$ cat config.mk
export PLATFORM = sky130hd
export DESIGN_NAME = keyed_min_max_tracker_core_flat
export DESIGN_NICKNAME = d
export VERILOG_FILES = /design/src/kmm_pkg.sv /design/src/kmm_in_if.sv /design/src/kmm_out_if.sv /design/src/kmm_table.sv /design/src/kmm_ctrl.sv /design/src/keyed_min_max_tracker_core.sv /design/src/flat_wrapper.sv
export SDC_FILE = /design/constraint.sdc
export NUM_CORES = 2
export LEC_CHECK = 0
export ABC_CLOCK_PERIOD_IN_PS = 11430
export BUFFER_PORTS_ARGS = -buffer_cell sky130_fd_sc_hd__buf_2
export CAP_MARGIN = 20
export CORE_MARGIN = 1.5
export CORE_UTILIZATION = 30
export DETAILED_ROUTE_END_ITERATION = 8
export SLEW_MARGIN = 20
export SYNTH_ARGS = -nofsm -noshare
export SYNTH_HDL_FRONTEND = slang
export SYNTH_SLANG_ARGS = --single-unit
export TNS_END_PERCENT = 5
$ cat constraint.sdc
create_clock -name clk_i -period 11.43 [get_ports clk_i]
set_input_delay 3.429 -clock clk_i [delete_from_list [all_inputs] [get_ports clk_i]]
set_output_delay 3.429 -clock clk_i [all_outputs]
set_load 0.02 [all_outputs]
$ cat src/kmm_pkg.sv
package kmm_pkg;

  localparam int unsigned KeyW         = 32;
  localparam int unsigned DataW        = 32;
  localparam int unsigned TableEntries = 16;

  localparam logic signed [DataW-1:0] StopValue = -1;

  typedef enum logic [2:0] {
    StOpened     = 3'd0,
    StOpenFailed = 3'd1,
    StUpdated    = 3'd2,
    StClosed     = 3'd3,
    StStop       = 3'd4,
    StFull       = 3'd5,
    StStopped    = 3'd6
  } status_e;

  // table -> control
  typedef struct packed {
    logic                    hit;
    logic                    free_avail;
    logic signed [DataW-1:0] hit_min;
    logic signed [DataW-1:0] hit_max;
  } lookup_t;

  // control -> table
  typedef struct packed {
    logic open;
    logic close;
    logic upd_min;
    logic upd_max;
  } cmd_t;

  typedef struct packed {
    status_e                 status;
    logic signed [DataW-1:0] min;
    logic signed [DataW-1:0] max;
  } result_t;

endpackage

$ cat src/kmm_in_if.sv
interface kmm_in_if;
  logic                              valid;
  logic                              ready;
  logic        [kmm_pkg::KeyW-1:0]   client_key;
  logic signed [kmm_pkg::DataW-1:0]  sample_value;
  logic                              reply_path_ok;

  modport source (output valid, client_key, sample_value, reply_path_ok, input ready);
  modport sink   (input valid, client_key, sample_value, reply_path_ok, output ready);
endinterface

$ cat src/kmm_out_if.sv
interface kmm_out_if;
  logic                              valid;
  logic                              ready;
  kmm_pkg::status_e                  status;
  logic        [kmm_pkg::KeyW-1:0]   report_key;
  logic signed [kmm_pkg::DataW-1:0]  report_min;
  logic signed [kmm_pkg::DataW-1:0]  report_max;

  modport source (output valid, status, report_key, report_min, report_max, input ready);
  modport sink   (input valid, status, report_key, report_min, report_max, output ready);
endinterface

$ cat src/kmm_table.sv
module kmm_table #(
  parameter int unsigned Entries = kmm_pkg::TableEntries
) (
  input  logic                             clk_i,
  input  logic                             rst_ni,
  input  logic        [kmm_pkg::KeyW-1:0]  key_i,
  input  logic signed [kmm_pkg::DataW-1:0] val_i,
  input  kmm_pkg::cmd_t                    cmd_i,
  output kmm_pkg::lookup_t                 lookup_o
);

  logic [Entries-1:0] used_q, used_d;
  logic [kmm_pkg::KeyW-1:0]  key_q [Entries];
  logic [kmm_pkg::DataW-1:0] min_q [Entries];
  logic [kmm_pkg::DataW-1:0] max_q [Entries];

  logic [Entries-1:0]        match;
  logic [Entries-1:0]        free_oh;
  logic [kmm_pkg::DataW-1:0] hit_min, hit_max;

  // keys of used entries are unique, so match is one-hot or empty
  always_comb begin
    hit_min = '0;
    hit_max = '0;
    for (int i = 0; i < Entries; i++) begin
      match[i] = used_q[i] && (key_q[i] == key_i);
      if (match[i]) begin
        hit_min = hit_min | min_q[i];
        hit_max = hit_max | max_q[i];
      end
    end
  end

  // lowest free entry
  assign free_oh = ~used_q & (used_q + Entries'(1));

  assign lookup_o.hit        = |match;
  assign lookup_o.free_avail = |(~used_q);
  assign lookup_o.hit_min    = $signed(hit_min);
  assign lookup_o.hit_max    = $signed(hit_max);

  always_comb begin
    used_d = used_q;
    if (cmd_i.open) begin
      used_d = used_q | free_oh;
    end else if (cmd_i.close) begin
      used_d = used_q & ~match;
    end
  end

  always_ff @(posedge clk_i or negedge rst_ni) begin
    if (!rst_ni) begin
      used_q <= '0;
    end else begin
      used_q <= used_d;
    end
  end

  always_ff @(posedge clk_i) begin
    for (int i = 0; i < Entries; i++) begin
      if (cmd_i.open && free_oh[i]) begin
        key_q[i] <= key_i;
        min_q[i] <= val_i;
        max_q[i] <= val_i;
      end else begin
        if (cmd_i.upd_min && match[i]) begin
          min_q[i] <= val_i;
        end
        if (cmd_i.upd_max && match[i]) begin
          max_q[i] <= val_i;
        end
      end
    end
  end

  a_match_onehot: assert property (@(posedge clk_i) disable iff (!rst_ni)
    $onehot0(match))
    else $error("duplicate key in table");

  a_open_grows: assert property (@(posedge clk_i) disable iff (!rst_ni)
    cmd_i.open |=> $countones(used_q) == $countones($past(used_q)) + 1)
    else $error("open did not take a slot");

  a_close_shrinks: assert property (@(posedge clk_i) disable iff (!rst_ni)
    cmd_i.close |=> $countones(used_q) + 1 == $countones($past(used_q)))
    else $error("close did not free a slot");

endmodule

$ cat src/kmm_ctrl.sv
module kmm_ctrl (
  input  logic                             clk_i,
  input  logic                             rst_ni,
  input  logic                             fire_i,
  input  logic signed [kmm_pkg::DataW-1:0] val_i,
  input  logic                             path_ok_i,
  input  kmm_pkg::lookup_t                 lookup_i,
  output kmm_pkg::cmd_t                    cmd_o,
  output kmm_pkg::result_t                 result_o
);

  logic          halted_q, halted_d;
  logic          lt, gt;
  kmm_pkg::cmd_t cmd;

  assign lt = val_i < $signed(lookup_i.hit_min);
  assign gt = val_i > $signed(lookup_i.hit_max);

  always_comb begin
    cmd             = '0;
    halted_d        = halted_q;
    result_o.status = kmm_pkg::StStopped;
    result_o.min    = '0;
    result_o.max    = '0;
    priority if (halted_q) begin
      result_o.status = kmm_pkg::StStopped;
    end else if (!lookup_i.hit) begin
      priority if (val_i == kmm_pkg::StopValue) begin
        result_o.status = kmm_pkg::StStop;
        halted_d        = fire_i;
      end else if (!path_ok_i) begin
        result_o.status = kmm_pkg::StOpenFailed;
      end else if (!lookup_i.free_avail) begin
        result_o.status = kmm_pkg::StFull;
      end else begin
        result_o.status = kmm_pkg::StOpened;
        result_o.min    = val_i;
        result_o.max    = val_i;
        cmd.open        = 1'b1;
      end
    end else if (val_i < 0) begin
      result_o.status = kmm_pkg::StClosed;
      result_o.min    = lookup_i.hit_min;
      result_o.max    = lookup_i.hit_max;
      cmd.close       = 1'b1;
    end else begin
      result_o.status = kmm_pkg::StUpdated;
      cmd.upd_min     = lt;
      cmd.upd_max     = !lt && gt;
      result_o.min    = lt ? val_i : lookup_i.hit_min;
      result_o.max    = (!lt && gt) ? val_i : lookup_i.hit_max;
    end
  end

  assign cmd_o = fire_i ? cmd : '0;

  always_ff @(posedge clk_i or negedge rst_ni) begin
    if (!rst_ni) begin
      halted_q <= 1'b0;
    end else begin
      halted_q <= halted_d;
    end
  end

  a_halt_sticks: assert property (@(posedge clk_i) disable iff (!rst_ni)
    halted_q |=> halted_q)
    else $error("halt released without reset");

  a_no_cmd_halted: assert property (@(posedge clk_i) disable iff (!rst_ni)
    halted_q |-> cmd_o == '0)
    else $error("table command while halted");

  a_cmd_onehot: assert property (@(posedge clk_i) disable iff (!rst_ni)
    $onehot0({cmd_o.open, cmd_o.close, cmd_o.upd_min, cmd_o.upd_max}))
    else $error("conflicting table commands");

endmodule

$ cat src/keyed_min_max_tracker_core.sv
// Keyed min/max tracker. Each message (client key, signed sample, reply-path
// flag) yields exactly one result: opened, open failed, updated, closed with
// the key's min and max, stop, table full, or stopped. A -1 from an unknown
// key halts the block until reset. Sustained rate is one message per cycle
// while the result side keeps up; a result leaves the result register after
// its message passes the input register. The rate comes from the parallel
// key match and update of the TABLE_ENTRIES register table, done between the
// input register and the result register, so each message sees the table as
// left by the one before it; a message passes those two registers. A stalled
// result holds the next message in the input register and then blocks the
// input. Area grows with TABLE_ENTRIES 32-bit key comparators.
module keyed_min_max_tracker_core #(
  parameter int unsigned TABLE_ENTRIES = kmm_pkg::TableEntries
) (
  input  logic      clk_i,
  input  logic      rst_ni,
  kmm_in_if.sink    in_i,
  kmm_out_if.source out_o
);

  logic                             in_valid_q, in_valid_d;
  logic        [kmm_pkg::KeyW-1:0]  key_q;
  logic signed [kmm_pkg::DataW-1:0] val_q;
  logic                             path_q;

  logic                             out_valid_q, out_valid_d;
  kmm_pkg::result_t                 res_q;
  logic        [kmm_pkg::KeyW-1:0]  rkey_q;

  logic              in_xfer, fire;
  kmm_pkg::lookup_t  lookup;
  kmm_pkg::cmd_t     cmd;
  kmm_pkg::result_t  result;

  assign fire       = in_valid_q && (!out_valid_q || out_o.ready);
  assign in_i.ready = !in_valid_q || fire;
  assign in_xfer    = in_i.valid && in_i.ready;

  assign in_valid_d  = in_xfer ? 1'b1 : (fire ? 1'b0 : in_valid_q);
  assign out_valid_d = fire ? 1'b1 : (out_o.ready ? 1'b0 : out_valid_q);

  always_ff @(posedge clk_i or negedge rst_ni) begin
    if (!rst_ni) begin
      in_valid_q  <= 1'b0;
      out_valid_q <= 1'b0;
    end else begin
      in_valid_q  <= in_valid_d;
      out_valid_q <= out_valid_d;
    end
  end

  always_ff @(posedge clk_i) begin
    if (in_xfer) begin
      key_q  <= in_i.client_key;
      val_q  <= in_i.sample_value;
      path_q <= in_i.reply_path_ok;
    end
    if (fire) begin
      res_q  <= result;
      rkey_q <= key_q;
    end
  end

  kmm_table #(
    .Entries (TABLE_ENTRIES)
  ) u_table (
    .clk_i    (clk_i),
    .rst_ni   (rst_ni),
    .key_i    (key_q),
    .val_i    (val_q),
    .cmd_i    (cmd),
    .lookup_o (lookup)
  );

  kmm_ctrl u_ctrl (
    .clk_i     (clk_i),
    .rst_ni    (rst_ni),
    .fire_i    (fire),
    .val_i     (val_q),
    .path_ok_i (path_q),
    .lookup_i  (lookup),
    .cmd_o     (cmd),
    .result_o  (result)
  );

  assign out_o.valid      = out_valid_q;
  assign out_o.status     = res_q.status;
  assign out_o.report_key = rkey_q;
  assign out_o.report_min = res_q.min;
  assign out_o.report_max = res_q.max;

endmodule
$ cat src/flat_wrapper.sv
// flat-port wrapper written by rule: the top's interface ports become plain ports
module keyed_min_max_tracker_core_flat 
#(
  parameter int unsigned TABLE_ENTRIES = kmm_pkg::TableEntries
)
  (clk_i, rst_ni, in_i_valid, in_i_client_key, in_i_sample_value, in_i_reply_path_ok, in_i_ready, out_o_valid, out_o_status, out_o_report_key, out_o_report_min, out_o_report_max, out_o_ready);
  kmm_in_if in_i_i ();
  kmm_out_if out_o_i ();
  input  logic clk_i;
  input  logic rst_ni;
  input wire logic [$bits(in_i_i.valid)-1:0] in_i_valid;
  input wire logic [$bits(in_i_i.client_key)-1:0] in_i_client_key;
  input wire logic [$bits(in_i_i.sample_value)-1:0] in_i_sample_value;
  input wire logic [$bits(in_i_i.reply_path_ok)-1:0] in_i_reply_path_ok;
  output wire logic [$bits(in_i_i.ready)-1:0] in_i_ready;
  output wire logic [$bits(out_o_i.valid)-1:0] out_o_valid;
  output wire logic [$bits(out_o_i.status)-1:0] out_o_status;
  output wire logic [$bits(out_o_i.report_key)-1:0] out_o_report_key;
  output wire logic [$bits(out_o_i.report_min)-1:0] out_o_report_min;
  output wire logic [$bits(out_o_i.report_max)-1:0] out_o_report_max;
  input wire logic [$bits(out_o_i.ready)-1:0] out_o_ready;
  assign in_i_i.valid = in_i_valid;
  assign in_i_i.client_key = in_i_client_key;
  assign in_i_i.sample_value = in_i_sample_value;
  assign in_i_i.reply_path_ok = in_i_reply_path_ok;
  assign in_i_ready = in_i_i.ready;
  assign out_o_valid = out_o_i.valid;
  assign out_o_status = out_o_i.status;
  assign out_o_report_key = out_o_i.report_key;
  assign out_o_report_min = out_o_i.report_min;
  assign out_o_report_max = out_o_i.report_max;
  assign out_o_i.ready = out_o_ready;
  keyed_min_max_tracker_core #(.TABLE_ENTRIES(TABLE_ENTRIES)) u_core (.clk_i(clk_i), .rst_ni(rst_ni), .in_i(in_i_i), .out_o(out_o_i));
endmodule
==> run_results.csv <==
group,metric,value,unit
routing,vias,39400,
power_and_ir_drop,vdd_drop_max,0.0982,mV
synth,ys_warn_count,0,
clocking,postCtsSetupRepairBufs,0,
job,drv_cap,0,
timing,relSlewSlack,0.245,
critical_path,start_kind,"flop",
timing,max_freq,116,MHz
power_and_ir_drop,p_int,10.3,mW
finish,syn2layout_area_growth,15.7,%
grt,grt_max_degree,69,
critical_path,crit_type,"flop to flop",
clocking,numCtsBuffers,175,
clocking,htreeDepth,4,
routing,antenna_left,0,
routing,routed_via_density,5.23,
critical_path,cpMaxStageDelayCell,"o31ai_4",
grt,grt_pass1_wl,286000,um
floorplan,fp.dieH,479,um
clocking,clkSinkCount,1719,
finish,fin_util,0.350,
critical_path,crit_top_cell,"buf_4",
finish,nFillCells,21400,
critical_path,critPathMaxStageDelay,1.04,ns
synth,syn-num-nets,4241,
placed_design,hpwl,116000,um
hold_path,hp-class,"flop to flop",
power_and_ir_drop,powerDensity,166,nW/um2
timing,fin_setup_tns,0,ns
clocking,cts_hold_buf,0,
synth,synth_area_per_cell,16.6,um2
timing,period_minus_slack,8.61,ns
critical_path,crit_path_end_kind,"flop",
power_and_ir_drop,p_sw,2.84,mW
floorplan,core_area,225000,um2
placed_design,place_area,73200,um2
critical_path,path_cells,"buf_4, xor2_1, nor4_1, nand4_1, nor4_2, buf_4, buf_4, a22o_1, a221oi_1, nand3_1, nor3_1, ha_1, o21ai_0, o21bai_1, a211oi_1, o31ai_1, o2111a_1, nand4_1, o21ai_4, buf_4, nand3_2, o31ai_4, buf_4",
finish,fin_nets,4536,
power_and_ir_drop,pwr-share-clk,0.427,
timing,min_period_over_period,0.754,
synth,synth_top_flop_cell,"edfxtp_1",
synth,synthDistinctLibCells,69,
timing,rsz0062_at_grt,"no",
grt,grt_pass1_vias,38500,
routing,drt-initial-drc-count,4722,
floorplan,die-area,230000,um2
finish,drive_above_1_share,0.147,
power_and_ir_drop,leakagePower,25.6,nW
grt,antenna_found_initial,18,
routing,first_pass_iters,8,
synth,yosysSeqAreaShare,0.757,
timing,final-hold-violation-count,0,
status,status,"completed",
floorplan,boundaryPins,170,
routing,drc,0,
routing,wl_per_cell,26.9,um
critical_path,worst-r2r-setup-slack,2.82,ns
routing,wl,203000,um
critical_path,worst-path-max-fanout,40,
floorplan,start_util,0.302,
floorplan,rows,174,
placed_design,numPortBuffers,169,
grt,grtUsageTotal,0.172,
clocking,clk_pin_slew,0.06,ns
placed_design,gp_congestion,0.856,
clocking,cts.root.buffer_cell,"clkbuf_16",
critical_path,cp.required,11.91,ns
power_and_ir_drop,p_comb_frac,0.038,
clocking,cts_resized,0,
power_and_ir_drop,seqPwrFrac,0.535,
timing,report.final.slew_viol_count,0,
clocking,cts_tree,"done",
synth,ys_async_sr_fraction,0.0111,
grt,grt-ovfl-total,0,
clocking,clock_path_buffers,3,
finish,final_area,78800,um2
synth,syn_area,68100,um2
critical_path,cp_data_arrival_time,9.09,ns
synth,synth_seq_cells,1719,
power_and_ir_drop,switching_share,0.217,
timing,fin_skew,0.0399,ns
synth,syn-instance-count,4109,
synth,synth-edff-count,1700,
floorplan,die_w,479,um
timing,tightest_slew,1.13,ns
timing,setup_viol_count_final,0,
clocking,clock_latency,0.83,ns
-- final timing paths --
check	start	to	depth (start not counted)
max	u_core.key_q[16]	u_core.u_table.max_q[1][6]	23
min	u_core.in_valid_q	u_core.out_o.valid	2
max reg2reg	u_core.key_q[16]	u_core.u_table.max_q[1][6]	23
min reg2reg	u_core.in_valid_q	u_core.out_o.valid	2
max in group asynchronous	rst_ni	u_core.u_table.used_q[5]	1
min in group asynchronous	rst_ni	u_core.u_ctrl.halted_q	1
-- cell usage after synthesis, types with 3 or more instances --
cell type | n | area [um2]
a2111oi_0 | 3 | 26.3
a211oi_1 | 7 | 52.6
a21o_1 | 15 | 113
a21oi_1 | 49 | 245
a221oi_1 | 28 | 245
a22o_1 | 31 | 272
a22oi_1 | 456 | 3420
a31oi_1 | 4 | 25.0
and2_1 | 5 | 31.3
and3_1 | 8 | 50.1
and4_1 | 11 | 96.3
buf_1 | 42 | 158
buf_2 | 49 | 245
buf_4 | 21 | 158
buf_6 | 48 | 541
clkbuf_1 | 65 | 244
dfrtp_1 | 19 | 475
edfxtp_1 | 1700 | 51000
ha_1 | 63 | 788
inv_1 | 72 | 270
nand2_1 | 297 | 1110
nand2b_1 | 4 | 25.0
nand3_1 | 76 | 380
nand4_1 | 117 | 732
nor2_1 | 25 | 93.8
nor2b_1 | 3 | 18.8
nor3_1 | 44 | 220
nor3_2 | 5 | 50.1
nor3b_1 | 3 | 22.5
nor4_1 | 132 | 826
nor4_2 | 6 | 75.1
o211ai_1 | 4 | 30.0
o21a_1 | 6 | 45.0
o21ai_0 | 23 | 115
o21ai_1 | 5 | 25.0
o21bai_1 | 5 | 37.5
o22ai_1 | 6 | 37.5
o2bb2ai_1 | 37 | 324
o311ai_0 | 31 | 272
o31ai_1 | 9 | 67.6
or2_2 | 3 | 18.8
or4_1 | 28 | 210
xnor2_1 | 108 | 946
xor2_1 | 405 | 3550
-- final cells by class --
cell class	instances	area, um2	area share
flip-flops and latches	1719	51500	0.654
clock buffers	207	4530	0.0575
diodes	2	5.00	0.0000635
multi-input cells	2091	15500	0.196
repair buffers	343	2230	0.0283
inverters	74	283	0.00359
clock inverters	113	1000	0.0127
well taps	2992	3740	0.0475
-- power groups by stage --
stage               combinational [mW]  sequential [mW]  clock, mW
detailed placement               0.498             7.15          0
global route                     0.530             7.02       5.93
floorplan                        0.202             7.22          0
finish                           0.495             7.02       5.59
CTS                              0.498             7.02       5.69
global placement                 0.489             7.15          0
-- logic make-up after synthesis --
family,after synthesis,share of synthesized area
adder cells (fa/ha/maj),63,0.0116
AO/OA/AOI/OAI,735,0.0815
buffers and inverters,299,0.0238
flip-flops,1719,0.757
XOR/XNOR,513,0.0660
AND/OR/NAND/NOR,780,0.0604
-- state kept, by name, summed over array words and instances (netlist names), 16 cells and up --
| signal | count |
|---|---|
| u_core.key_q | 32 |
| u_core.out_o.report_min | 32 |
| u_core.out_o.report_key | 32 |
| u_core.u_table.key_q | 512 |
| u_core.val_q | 32 |
| u_core.u_table.used_q | 16 |
| u_core.u_table.max_q | 512 |
| u_core.u_table.min_q | 512 |
| u_core.out_o.report_max | 32 |
-- metal layers --
metal	track usage	wire [um]	vias up
met5	0	100	-
met3	0.0339	17400	372
met2	0.273	93500	1970
met4	0.0586	6850	16
met1	0.236	85100	20200
li1	-	-	16800
-- through the flow --
| stage | instances | setup WS [ns] | total power, mW | hold WS [ns] |
|---|---|---|---|---|
| 2_1_floorplan | 4109 | 3.10 | 7.42 | 0.435 |
| 3_3_place_gp | 7219 | 2.96 | 7.64 | 0.453 |
| 3_5_place_dp | 7219 | 2.93 | 7.65 | 0.448 |
| 4_1_cts | 7539 | 2.92 | 13.2 | 0.464 |
| 5_1_grt | 7540 | 2.44 | 13.5 | 0.485 |
| 6_report | 7541 | 2.82 | 13.1 | 0.465 |
-- worst max-delay path, delay by kind of cell, from the launching register on --
family | cells | cell delay, ns
buffers and inverters | 5 | 2.53
flip-flops | 1 | 0.81
AND/OR/NAND/NOR | 7 | 1.82
adder cells (fa/ha/maj) | 1 | 0.30
XOR/XNOR | 1 | 0.12
AO/OA/AOI/OAI | 9 | 2.55
-- cells in the final DEF (no fill, tap or decap), types with 28 or more instances in the layout --
| cell type | synthesis | final |
|---|---|---|
| a21oi_1 | 49 | 48 |
| a221oi_1 | 28 | 28 |
| a22o_1 | 31 | 30 |
| a22oi_1 | 456 | 456 |
| buf_2 | 49 | 169 |
| buf_4 | 21 | 168 |
| clkbuf_1 | 65 | 30 |
| clkbuf_16 | 0 | 176 |
| clkinv_1 | 1 | 44 |
| clkinv_2 | 0 | 31 |
| edfxtp_1 | 1700 | 1700 |
| ha_1 | 63 | 63 |
| inv_1 | 72 | 70 |
| nand2_1 | 297 | 297 |
| nand3_1 | 76 | 76 |
| nand4_1 | 117 | 117 |
| nor3_1 | 44 | 43 |
| nor4_1 | 132 | 126 |
| o2bb2ai_1 | 37 | 35 |
| o311ai_0 | 31 | 31 |
| or4_1 | 28 | 28 |
| xnor2_1 | 108 | 108 |
| xor2_1 | 405 | 405 |
Note: power is estimated with default switching activity, not from simulation.
